--- src/rtl/core/tcw_pkg.sv ---
// ----------------------------------------------------------------------------
// tcw_pkg
// Shared types and constants for the text console writer: field widths,
// command codes, controller states and the controller/datapath interface.
// ----------------------------------------------------------------------------
package tcw_pkg;

    localparam int DEF_COLUMNS = 80;
    localparam int DEF_ROWS    = 25;

    localparam int OPC_W     = 2;
    localparam int CHAR_W    = 8;
    localparam int COLOR_W   = 4;
    localparam int CELL_W    = 16;
    localparam int ADDR_IN_W = 11;
    localparam int ROW_OUT_W = 5;
    localparam int COL_OUT_W = 7;
    // compare width for read addresses, covers 128 x 128 cells
    localparam int CMP_W     = 14;

    localparam logic [OPC_W-1:0] OP_PRINT = 2'd0;
    localparam logic [OPC_W-1:0] OP_CLEAR = 2'd1;
    localparam logic [OPC_W-1:0] OP_READ  = 2'd2;

    localparam logic [CHAR_W-1:0] NEWLINE      = 8'd10;
    localparam logic [CHAR_W-1:0] LAST_CONTROL = 8'd31;
    localparam logic [CHAR_W-1:0] SPACE_CHAR   = 8'h20;
    localparam logic [CELL_W-1:0] BLANK_CELL   = 16'h0020;

    typedef enum logic [1:0] {
        ST_IDLE,
        ST_EXEC,
        ST_SWEEP,
        ST_DONE
    } t_state;

    typedef struct packed {
        logic latch;
        logic exec;
        logic sweep_step;
        logic load_out;
    } t_ctrl_cmd;

    typedef struct packed {
        logic [OPC_W-1:0] opcode;
        logic             need_scroll;
        logic             sweep_last;
        logic             out_free;
    } t_ctrl_status;

endpackage

--- src/rtl/core/tcw_ctrl.sv ---
// ----------------------------------------------------------------------------
// tcw_ctrl
// Request sequencer: accept, execute, optional buffer sweep (scroll or clear),
// then hand the result to the output register.
// ----------------------------------------------------------------------------
module tcw_ctrl (
    input  logic                  i_clk,
    input  logic                  i_rst_n,
    input  logic                  i_in_valid,
    output logic                  o_in_ready,
    input  tcw_pkg::t_ctrl_status i_status,
    output tcw_pkg::t_ctrl_cmd    o_cmd
);
    import tcw_pkg::*;

    t_state r_state;
    t_state n_state;
    logic   accept;

    always_comb begin
        o_in_ready = (r_state == ST_IDLE) || ((r_state == ST_DONE) && i_status.out_free);
        accept     = i_in_valid && o_in_ready;
    end

    always_ff @(posedge i_clk) begin
        if (!i_rst_n) begin
            r_state <= ST_IDLE;
        end else begin
            r_state <= n_state;
        end
    end

    always_comb begin
        n_state = r_state;
        unique case (r_state)
            ST_IDLE: begin
                if (accept) begin
                    n_state = ST_EXEC;
                end
            end
            ST_EXEC: begin
                if (i_status.opcode == OP_CLEAR) begin
                    n_state = ST_SWEEP;
                end else if ((i_status.opcode == OP_PRINT) && i_status.need_scroll) begin
                    n_state = ST_SWEEP;
                end else begin
                    n_state = ST_DONE;
                end
            end
            ST_SWEEP: begin
                if (i_status.sweep_last) begin
                    n_state = ST_DONE;
                end
            end
            ST_DONE: begin
                if (i_status.out_free) begin
                    n_state = accept ? ST_EXEC : ST_IDLE;
                end
            end
            default: n_state = ST_IDLE;
        endcase
    end

    always_comb begin
        o_cmd = '0;
        unique case (r_state)
            ST_IDLE: begin
                o_cmd.latch = accept;
            end
            ST_EXEC: begin
                o_cmd.exec = 1'b1;
            end
            ST_SWEEP: begin
                o_cmd.sweep_step = 1'b1;
            end
            ST_DONE: begin
                o_cmd.load_out = i_status.out_free;
                o_cmd.latch    = accept;
            end
            default: o_cmd = '0;
        endcase
    end

    a_accept_exec: assert property (@(posedge i_clk) disable iff (!i_rst_n)
        accept |=> (r_state == ST_EXEC))
        else $error("accepted request not executed next cycle");

    a_sweep_holds: assert property (@(posedge i_clk) disable iff (!i_rst_n)
        ((r_state == ST_SWEEP) && !i_status.sweep_last) |=> (r_state == ST_SWEEP))
        else $error("sweep left before its last cell");

    a_done_after_sweep: assert property (@(posedge i_clk) disable iff (!i_rst_n)
        ((r_state == ST_SWEEP) && i_status.sweep_last) |=> (r_state == ST_DONE))
        else $error("sweep end did not reach result state");

endmodule

--- config.mk ---
export PLATFORM = sky130hd
export DESIGN_NAME = tcw_ctrl
export DESIGN_NICKNAME = d
export VERILOG_FILES = /design/src/rtl/core/tcw_pkg.sv /design/src/rtl/core/tcw_ctrl.sv
export SDC_FILE = /design/constraint.sdc
export NUM_CORES = 1
export LEC_CHECK = 0
export CAP_MARGIN = 30
export CELL_PAD_IN_SITES_DETAIL_PLACEMENT = 1
export CELL_PAD_IN_SITES_GLOBAL_PLACEMENT = 1
export CORE_AREA = 4 4 41 43
export CTS_CLUSTER_DIAMETER = 40
export DETAILED_ROUTE_END_ITERATION = 16
export DIE_AREA = 0 0 45 47
export DONT_BUFFER_PORTS = 1
export GPL_TIMING_DRIVEN = 0
export PLACE_DENSITY_LB_ADDON = 0.1
export SLEW_MARGIN = 40
export SYNTH_ARGS = -nofsm -noshare
export SYNTH_HDL_FRONTEND = slang
export SYNTH_SLANG_ARGS = --single-unit
--- constraint.sdc ---
create_clock -name i_clk -period 1.8 [get_ports i_clk]
set_input_delay 0.18 -clock i_clk [delete_from_list [all_inputs] [get_ports i_clk]]
set_output_delay 0.18 -clock i_clk [all_outputs]
set_load 0.02 [all_outputs]
==> summary.md, run 1 <==
| Metric | Value |
|---|---|
| Final core occ | roughly a fifth |
| Reg-to-reg slack, setup | roughly 290 ps |
| Maximum level of the CTS H-tree | 1 |
| Global route total overflow | 0 |
| Commonest cells after routing, fill and taps aside | 5 x sky130_fd_sc_hd__ha_1, 4 x sky130_fd_sc_hd__inv_1, 3 x sky130_fd_sc_hd__nand2_1, 3 x sky130_fd_sc_hd__clkbuf_4 |
| Startpoint Class | register |
| Final worst path period need | 1690 ps |
| Final estimated routing congestion in global placement | about 0.73 |
| Total half-perimeter wirelength after legalization and detailed placement | 472.5 µm |
| Critical register-to-register path endpoint | r_state[1] |
| Fin area | 266.5 µm² |
| DR WL/cell | around 12 µm |
| Biggest register | r_state |
| Clock-pin slew on the worst setup and hold paths | ~30 ps |
| Depth of the worst register-to-register path | 5 |
| Maximum root-to-sink buffer count | 2 |
| Ordered cell list for the critical path | ha_1 > and2_4 > or2_4 > and3b_2 |
| Launching element of the worst setup path | r_state[0] |
| Path type of the worst min-delay path | input port to register |
| End of the critical path | o_cmd[3] |
| Crit path capture type | output port |
| Reg-to-reg startpoint | r_state[0] |
| Placeable core region | 1301 µm² |
| Non-filler cells, final | 45 |
| Result of the run | finished, final reports clean |
| Worst path arrival time | roughly 1500 ps |
| Chip Height | about 47 µm |
| Worst-skew pair later-pin latency | 220 ps |
| Count of max-cap constraint violations | 0 |
| Area of the die | approximately 2100 µm² |
| Setup-failing EPs final | 0 |
| Mapped Cells | 27 |
| Static leakage | ~0.13 nW |
| GRT Resource Usage Total | around 6.4% |
| Number of buffers inserted to repair setup after CTS | 0 |
| Final Routed Wirelength | between 500 and 600 µm |
| Growth of design area from synthesis to finish | 21.71% |
| DRC violations left | 0 |
| Commonest non-fill, non-tap cell in the layout | sky130_fd_sc_hd__ha_1 |
| Cell at the slowest stage of the critical path | sky130_fd_sc_hd__dfxtp_1 |
| Share of layout cells above drive strength 1 | between 20% and 30% |
| First-pass GRT wire length | roughly 860 µm |
| Standard-cell rows | 13 |
| DRC violation total after the first TritonRoute iteration | 4 |
| Iteration count of the initial detailed-routing pass | 2 |
| Netlist Area Pre-Place | 219.0 µm² |
| Post-synthesis net count | 40 |
| Avg Cell Area, Syn | slightly above 8 µm² |
| Post-synthesis cell type count | 15 |
| Overall power after layout | around 480 µW |
| Max-Slew Margin vs Limit | 81.62% |
| Synthesized flop and latch total | 2 |
| RSZ-0062 raised after global routing | no |
| Post-layout net count | 45 |
| Dpl cell area | around 240 µm² |
| Number of I/O port buffers | 0 |
| Setup TNS after final layout | 0 ps |
| Max Freq | roughly 590 MHz |
| Diode insertion count for antenna repair | 0 |
| Number of flip-flops in the largest register | 2 |
| Top fanout value on the critical path | 4 |
| Number of antenna violations at the first check in global routing | 0 |
| Power Dens Cells | approximately 1800 nW/µm² |
| Hold-fix buffers, CTS | 0 |
| Seq/Total Area, Yosys | a little under a fifth |
| Top-Level Pins | 13 |
| Largest regs | r_state (2) |
| Number of slew-limit violations in the final report | 0 |
| Fin. Hold Viols | 0 |
| Detailed-route via count | 190 |
| Routed vias/inst | approximately 4.2 |
| Root buffer selected by CTS | sky130_fd_sc_hd__clkbuf_4 |
| Kind of critical path | register to output port |
| Maximum clock skew at final layout | between 3 and 4 ps |
| Largest net degree at the start of global routing | 5 |
| TritonCTS clock tree | yes |
| Delay of the slowest critical-path stage | roughly 330 ps |
| Die Span X | 45 µm |
| Least-Margin Pin Slew | between 200 and 300 ps |
| Inserted Clock Buffers | 3 |
| Ratio of final minimum period to clock period | 93.89% |
| Placed cell count | between 40 and 50 |
| Antenna violation net count after detailed routing | 0 |
| Number of sinks driven by the clock tree | 2 |
| Worst voltage drop across the vdd grid | 508.4 µV |
| Effective utilization at floorplan | between 15 and 20% |
| Required time at the worst-slack endpoint | ~1600 ps |
| Yosys warns | 0 |
| Number of global-route vias before repair | 194 |
## worst min-delay path by stage
| stage | from | endpoint | cells after the start |
|---|---|---|---|
| 6_report | i_rst_n | r_state[0] | 2 |
| 5_1_grt | i_rst_n | r_state[0] | 2 |
| 4_1_cts | i_rst_n | r_state[0] | 2 |
| 3_5_place_dp | i_rst_n | r_state[0] | 2 |
| 3_3_place_gp | i_rst_n | r_state[0] | 2 |
| 2_1_floorplan | i_rst_n | r_state[0] | 2 |
## final cells by class
type,count,area (µm²)
inverter,4,15.01
sequential,2,40.04
clock buffer,3,22.52
fill,162,1035
tap,15,18.77
multi-input combinational,21,170.2
## worst max-delay path: cells and delay by family (launching register included)
kind          cells  cell delay [ps]
fa+ha+maj         1              250
simple gates      3              710
flops             1              330
## cells by family after synthesis
family / count (synthesis) / share of synthesized area, %
adder cells (fa/ha/maj): 5 / 28.57
multiplexers: 1 / 4.572
AND/OR/NAND/NOR: 10 / 24.57
flip-flops: 2 / 18.29
buffers and inverters: 4 / 6.855
AO/OA/AOI/OAI: 5 / 17.14
## stage by stage
stage,hold slack [ps],setup slack (ps)
after floorplan,321.2,274.7
after global placement,339.7,157.5
after detailed placement,345.0,164.6
after CTS,105.5,7.206
after global routing,108.4,43.97
final,112.6,109.9
## where the power goes
| part | switching (mW) | total (mW) | internal [mW] |
|---|---|---|---|
| Combinational | 0.175 | 0.295 | 0.121 |
| Sequential | 0.0237 | 0.0902 | 0.0664 |
| Clock | 0.0241 | 0.0975 | 0.0735 |
| Total | 0.223 | 0.483 | 0.261 |
## layer usage
layer  global-route usage (%)  vias up  wire length [µm]
met4                    7.018        0                 0
met3                    4.598        0                82
met5                        0        -                 0
li1                         -       98                 -
met1                    6.561       82               236
met2                    7.910       10               236
## synth_stat cells (all sizes together)
cell	count	area (µm²)
a32oi	1	8.760
dfxtp	2	40.04
a211oi	1	7.510
o21ai	2	10.01
nor3	1	5.000
nor2	1	3.750
a2111o	1	11.26
or2	1	6.260
mux2i	1	10.01
inv	4	15.01
ha	5	62.56
and2	1	6.260
nand2	3	11.26
nor2b	2	12.51
and3b	1	8.760
## repair_timing
item | CTS | global route
resized for setup | 1 | 3
pin swaps | 0 | 0
endpoints found under the setup margin | 1 | 1
Power figures use the tool's default switching activity.
==> inputs of run 2 (changes only) <==
--- a/config.mk
+++ b/config.mk
@@ -5,6 +5,7 @@
 export SDC_FILE = /design/constraint.sdc
 export NUM_CORES = 1
 export LEC_CHECK = 0
+export ABC_AREA = 1
 export CAP_MARGIN = 30
 export CELL_PAD_IN_SITES_DETAIL_PLACEMENT = 1
 export CELL_PAD_IN_SITES_GLOBAL_PLACEMENT = 1
@@ -14,7 +15,7 @@
 export DIE_AREA = 0 0 45 47
 export DONT_BUFFER_PORTS = 1
 export GPL_TIMING_DRIVEN = 0
-export PLACE_DENSITY_LB_ADDON = 0.1
+export PLACE_DENSITY = 0.49
 export SLEW_MARGIN = 40
 export SYNTH_ARGS = -nofsm -noshare
 export SYNTH_HDL_FRONTEND = slang
==> summary.md, run 2 <==
| Metric | Value |
|---|---|
| Post-synthesis cell type count | 10 (was 15) |
| Worst voltage drop across the vdd grid | 373.3 µV (was 508.4 µV) |
| Hold-fix buffers, CTS | 0 (unchanged) |
| Least-Margin Pin Slew | 387.6 ps (was 274.1 ps) |
| Number of antenna violations at the first check in global routing | 0 (unchanged) |
| Async SR Flop Fraction | 0% (unchanged) |
| Max Freq | 612.8 MHz (was 591.7 MHz) |
| Top-Level Pins | 13 (unchanged) |
| Hold Slack | 81.64 ps (was 112.6 ps) |
| Inserted Clock Buffers | 3 (unchanged) |
| Count of max-cap constraint violations | 0 (unchanged) |
| Share of layout cells above drive strength 1 | 17.07% (was 20.00%) |
| Final worst path period need | 1632 ps (was 1690 ps) |
| Global route total overflow | 0 (unchanged) |
| RSZ-0062 raised after global routing | no (unchanged) |
| Standard-cell rows | 13 (unchanged) |
| Largest net degree at the start of global routing | 5 (unchanged) |
| Kind of critical path | register to output port (unchanged) |
| DR WL/cell | 9.786 µm (was 12.31 µm) |
| Root buffer selected by CTS | sky130_fd_sc_hd__clkbuf_4 (unchanged) |
| Growth of design area from synthesis to finish | 17.46% (was 21.71%) |
| Reg-to-reg startpoint | r_state[0] (unchanged) |
| Die Span X | 45 µm (unchanged) |
| Number of global-route vias before repair | 210 (was 194) |
| Total half-perimeter wirelength after legalization and detailed placement | 487.4 µm (was 472.5 µm) |
| Multi-input combinational cell area | 166.4 µm² (was 170.2 µm²) |
| Number of flip-flops in the largest register | 2 (unchanged) |
| Area of the die | 2115 µm² (unchanged) |
| Ranking of synthesized cells by instance count | 10 x sky130_fd_sc_hd__nand2_1, 8 x sky130_fd_sc_hd__inv_1, 7 x sky130_fd_sc_hd__nor2_1, 5 x sky130_fd_sc_hd__ha_1 (was 5 x sky130_fd_sc_hd__ha_1, 4 x sky130_fd_sc_hd__inv_1, 3 x sky130_fd_sc_hd__nand2_1) |
| Dpl cell area | 255.2 µm² (was 237.7 µm²) |
| Routed vias/inst | 3.661 (was 4.222) |
| Diode insertion count for antenna repair | 0 (unchanged) |
| Crit path capture type | output port (unchanged) |
| Netlist Area Pre-Place | 236.5 µm² (was 219.0 µm²) |
| Required time at the worst-slack endpoint | 1620 ps (about the same) |
| Path type of the worst min-delay path | input port to register (unchanged) |
| Ratio of final minimum period to clock period | 90.65% (was 93.89%) |
| TritonCTS clock tree | yes (unchanged) |
| Biggest area consumer among synthesized cells | sky130_fd_sc_hd__ha_1 (unchanged) |
| Maximum level of the CTS H-tree | 1 (unchanged) |
| Launching element of the worst setup path | r_state[0] (unchanged) |
| Number of slew-limit violations in the final report | 0 (unchanged) |
| Mapped Cells | 38 (was 27) |
| Post-synthesis net count | 51 (was 40) |
| Maximum root-to-sink buffer count | 2 (unchanged) |
| DRC violations left | 0 (unchanged) |
| GRT Resource Usage Total | 5.674% (was 6.388%) |
| Clock-pin slew on the worst setup and hold paths | 30 ps (about the same) |
| Maximum clock skew at final layout | 2.340 ps (was 3.333 ps) |
| Placeable core region | 1301 µm² (unchanged) |
| Number of sinks driven by the clock tree | 2 (unchanged) |
| Final estimated routing congestion in global placement | 0.6633 (was 0.7310) |
| Static leakage | 0.1636 nW (was 0.1261 nW) |
| Number of buffers inserted to repair setup after CTS | 0 (unchanged) |
| Chip Height | 47 µm (unchanged) |
| Antenna violation net count after detailed routing | 0 (unchanged) |
| Effective utilization at floorplan | 18.17% (was 16.83%) |
| Post-cts sizing count | 0 (was 1) |
| Number of I/O port buffers | 0 (unchanged) |
| Avg Cell Area, Syn | 6.223 µm² (was 8.110 µm²) |
| Power Dens Cells | 1765 nW/µm² (was 1813 nW/µm²) |
| Register area | 40.04 µm² (unchanged) |
| DRC violation total after the first TritonRoute iteration | 1 (was 4) |
| Post-layout net count | 56 (was 45) |
| Startpoint Class | register (unchanged) |
| Commonest cells after routing, fill and taps aside | 10 x sky130_fd_sc_hd__nand2_1, 8 x sky130_fd_sc_hd__inv_1, 7 x sky130_fd_sc_hd__nor2_1 (was 5 x sky130_fd_sc_hd__ha_1, 4 x sky130_fd_sc_hd__inv_1, 3 x sky130_fd_sc_hd__nand2_1, 3 x sky130_fd_sc_hd__clkbuf_4) |
| Share of the synthesized area in the top cell type | 26.46% (was 28.57%) |
| Worst-skew pair later-pin latency | 220 ps (about the same) |
| Fin area | 277.8 µm² (was 266.5 µm²) |
| Commonest non-fill, non-tap cell in the layout | sky130_fd_sc_hd__nand2_1 (was sky130_fd_sc_hd__ha_1) |
| Fin. Hold Viols | 0 (unchanged) |
| First-pass GRT wire length | 786 µm (was 862 µm) |
| Min-Delay Startpoint | i_rst_n (unchanged) |
| Biggest area contributors in the synthesized netlist | sky130_fd_sc_hd__ha_1 26%, sky130_fd_sc_hd__dfxtp_1 17%, sky130_fd_sc_hd__nand2_1 16% (was sky130_fd_sc_hd__ha_1 29%, sky130_fd_sc_hd__dfxtp_1 18%, sky130_fd_sc_hd__inv_1 6.9%) |
| Detailed-route via count | 205 (was 190) |
| Yosys warns | 0 (unchanged) |
| Setup TNS after final layout | 0 ps (unchanged) |
| Largest regs | r_state (2) (unchanged) |
| Synthesized flop and latch total | 2 (unchanged) |
| Max-Slew Margin vs Limit | 74.07% (was 81.62%) |
| Top-count cell post-synth | sky130_fd_sc_hd__nand2_1 (was sky130_fd_sc_hd__ha_1) |
| Final Routed Wirelength | 548 µm (was 554 µm) |
| Worst path arrival time | 1450 ps (was 1510 ps) |
| Iteration count of the initial detailed-routing pass | 3 (was 2) |
| Primary FF master, synth | sky130_fd_sc_hd__dfxtp_1 (unchanged) |
| Biggest register | r_state (unchanged) |
| Number of filler instances in the final layout | 174 (was 162) |
| Setup-failing EPs final | 0 (unchanged) |
| Overall power after layout | 490.3 µW (was 483.2 µW) |
| Post-synth EDFFs | 0 (unchanged) |
| Top fanout value on the critical path | 4 (unchanged) |
| Result of the run | finished, final reports clean (unchanged) |
| Seq/Total Area, Yosys | 16.93% (was 18.29%) |
-- run 2: final timing paths --
path	to	slack [ps]	cells past startpoint
hold / removal	r_state[1]	80	2
setup reg to reg	r_state[0]	360	7
setup / recovery	o_cmd[3]	170	6
hold reg to reg	r_state[1]	640	4
-- run 2: worst max-delay path, cell delays in order, from the launching register on --
cell	delay (ps)
sky130_fd_sc_hd__dfxtp_1	310
sky130_fd_sc_hd__inv_1	130
sky130_fd_sc_hd__ha_1	200
sky130_fd_sc_hd__inv_1	50
sky130_fd_sc_hd__nand2_2	130
sky130_fd_sc_hd__nand2_2	80
sky130_fd_sc_hd__nor2_1	320
-- run 2: cell type report --
type / instances / share of cell area (%)
clock buffers: 3 / 8.108
flip-flops and latches: 2 / 14.41
multi-input cells: 28 / 59.91
well taps: 15 / 6.757
inverters: 8 / 10.81
-- run 2: layer usage --
| layer | global-route usage (%) | vias to the layer above | wire, µm |
|---|---|---|---|
| met5 | 0 | - | 0 |
| met4 | 7.018 | 0 | 0 |
| met3 | 2.682 | 0 | 41 |
| met2 | 8.757 | 6 | 280 |
| met1 | 4.966 | 83 | 225 |
| li1 | - | 116 | - |
-- run 2: through the flow --
step	worst slack [ps]	instances	utilization [%]
after floorplan	501.5	38	-
after global placement	342.6	53	19.62
after detailed placement	308.4	53	19.62
after CTS	129.2	56	21.35
after global routing	59.10	56	21.35
final	168.3	56	21.35
-- run 2: kinds of logic after synthesis --
| logic type | synth area share, % |
|---|---|
| AND/OR/NAND/NOR | 41.81 |
| buffers and inverters | 12.70 |
| adder cells (fa/ha/maj) | 26.46 |
| flip-flops | 16.93 |
| AO/OA/AOI/OAI | 2.114 |
-- run 2: where the power goes --
group	switching, mW	total (mW)	internal, mW
clock network	0.0233	0.0967	0.0734
registers	0.0152	0.0806	0.0653
logic	0.214	0.313	0.0987
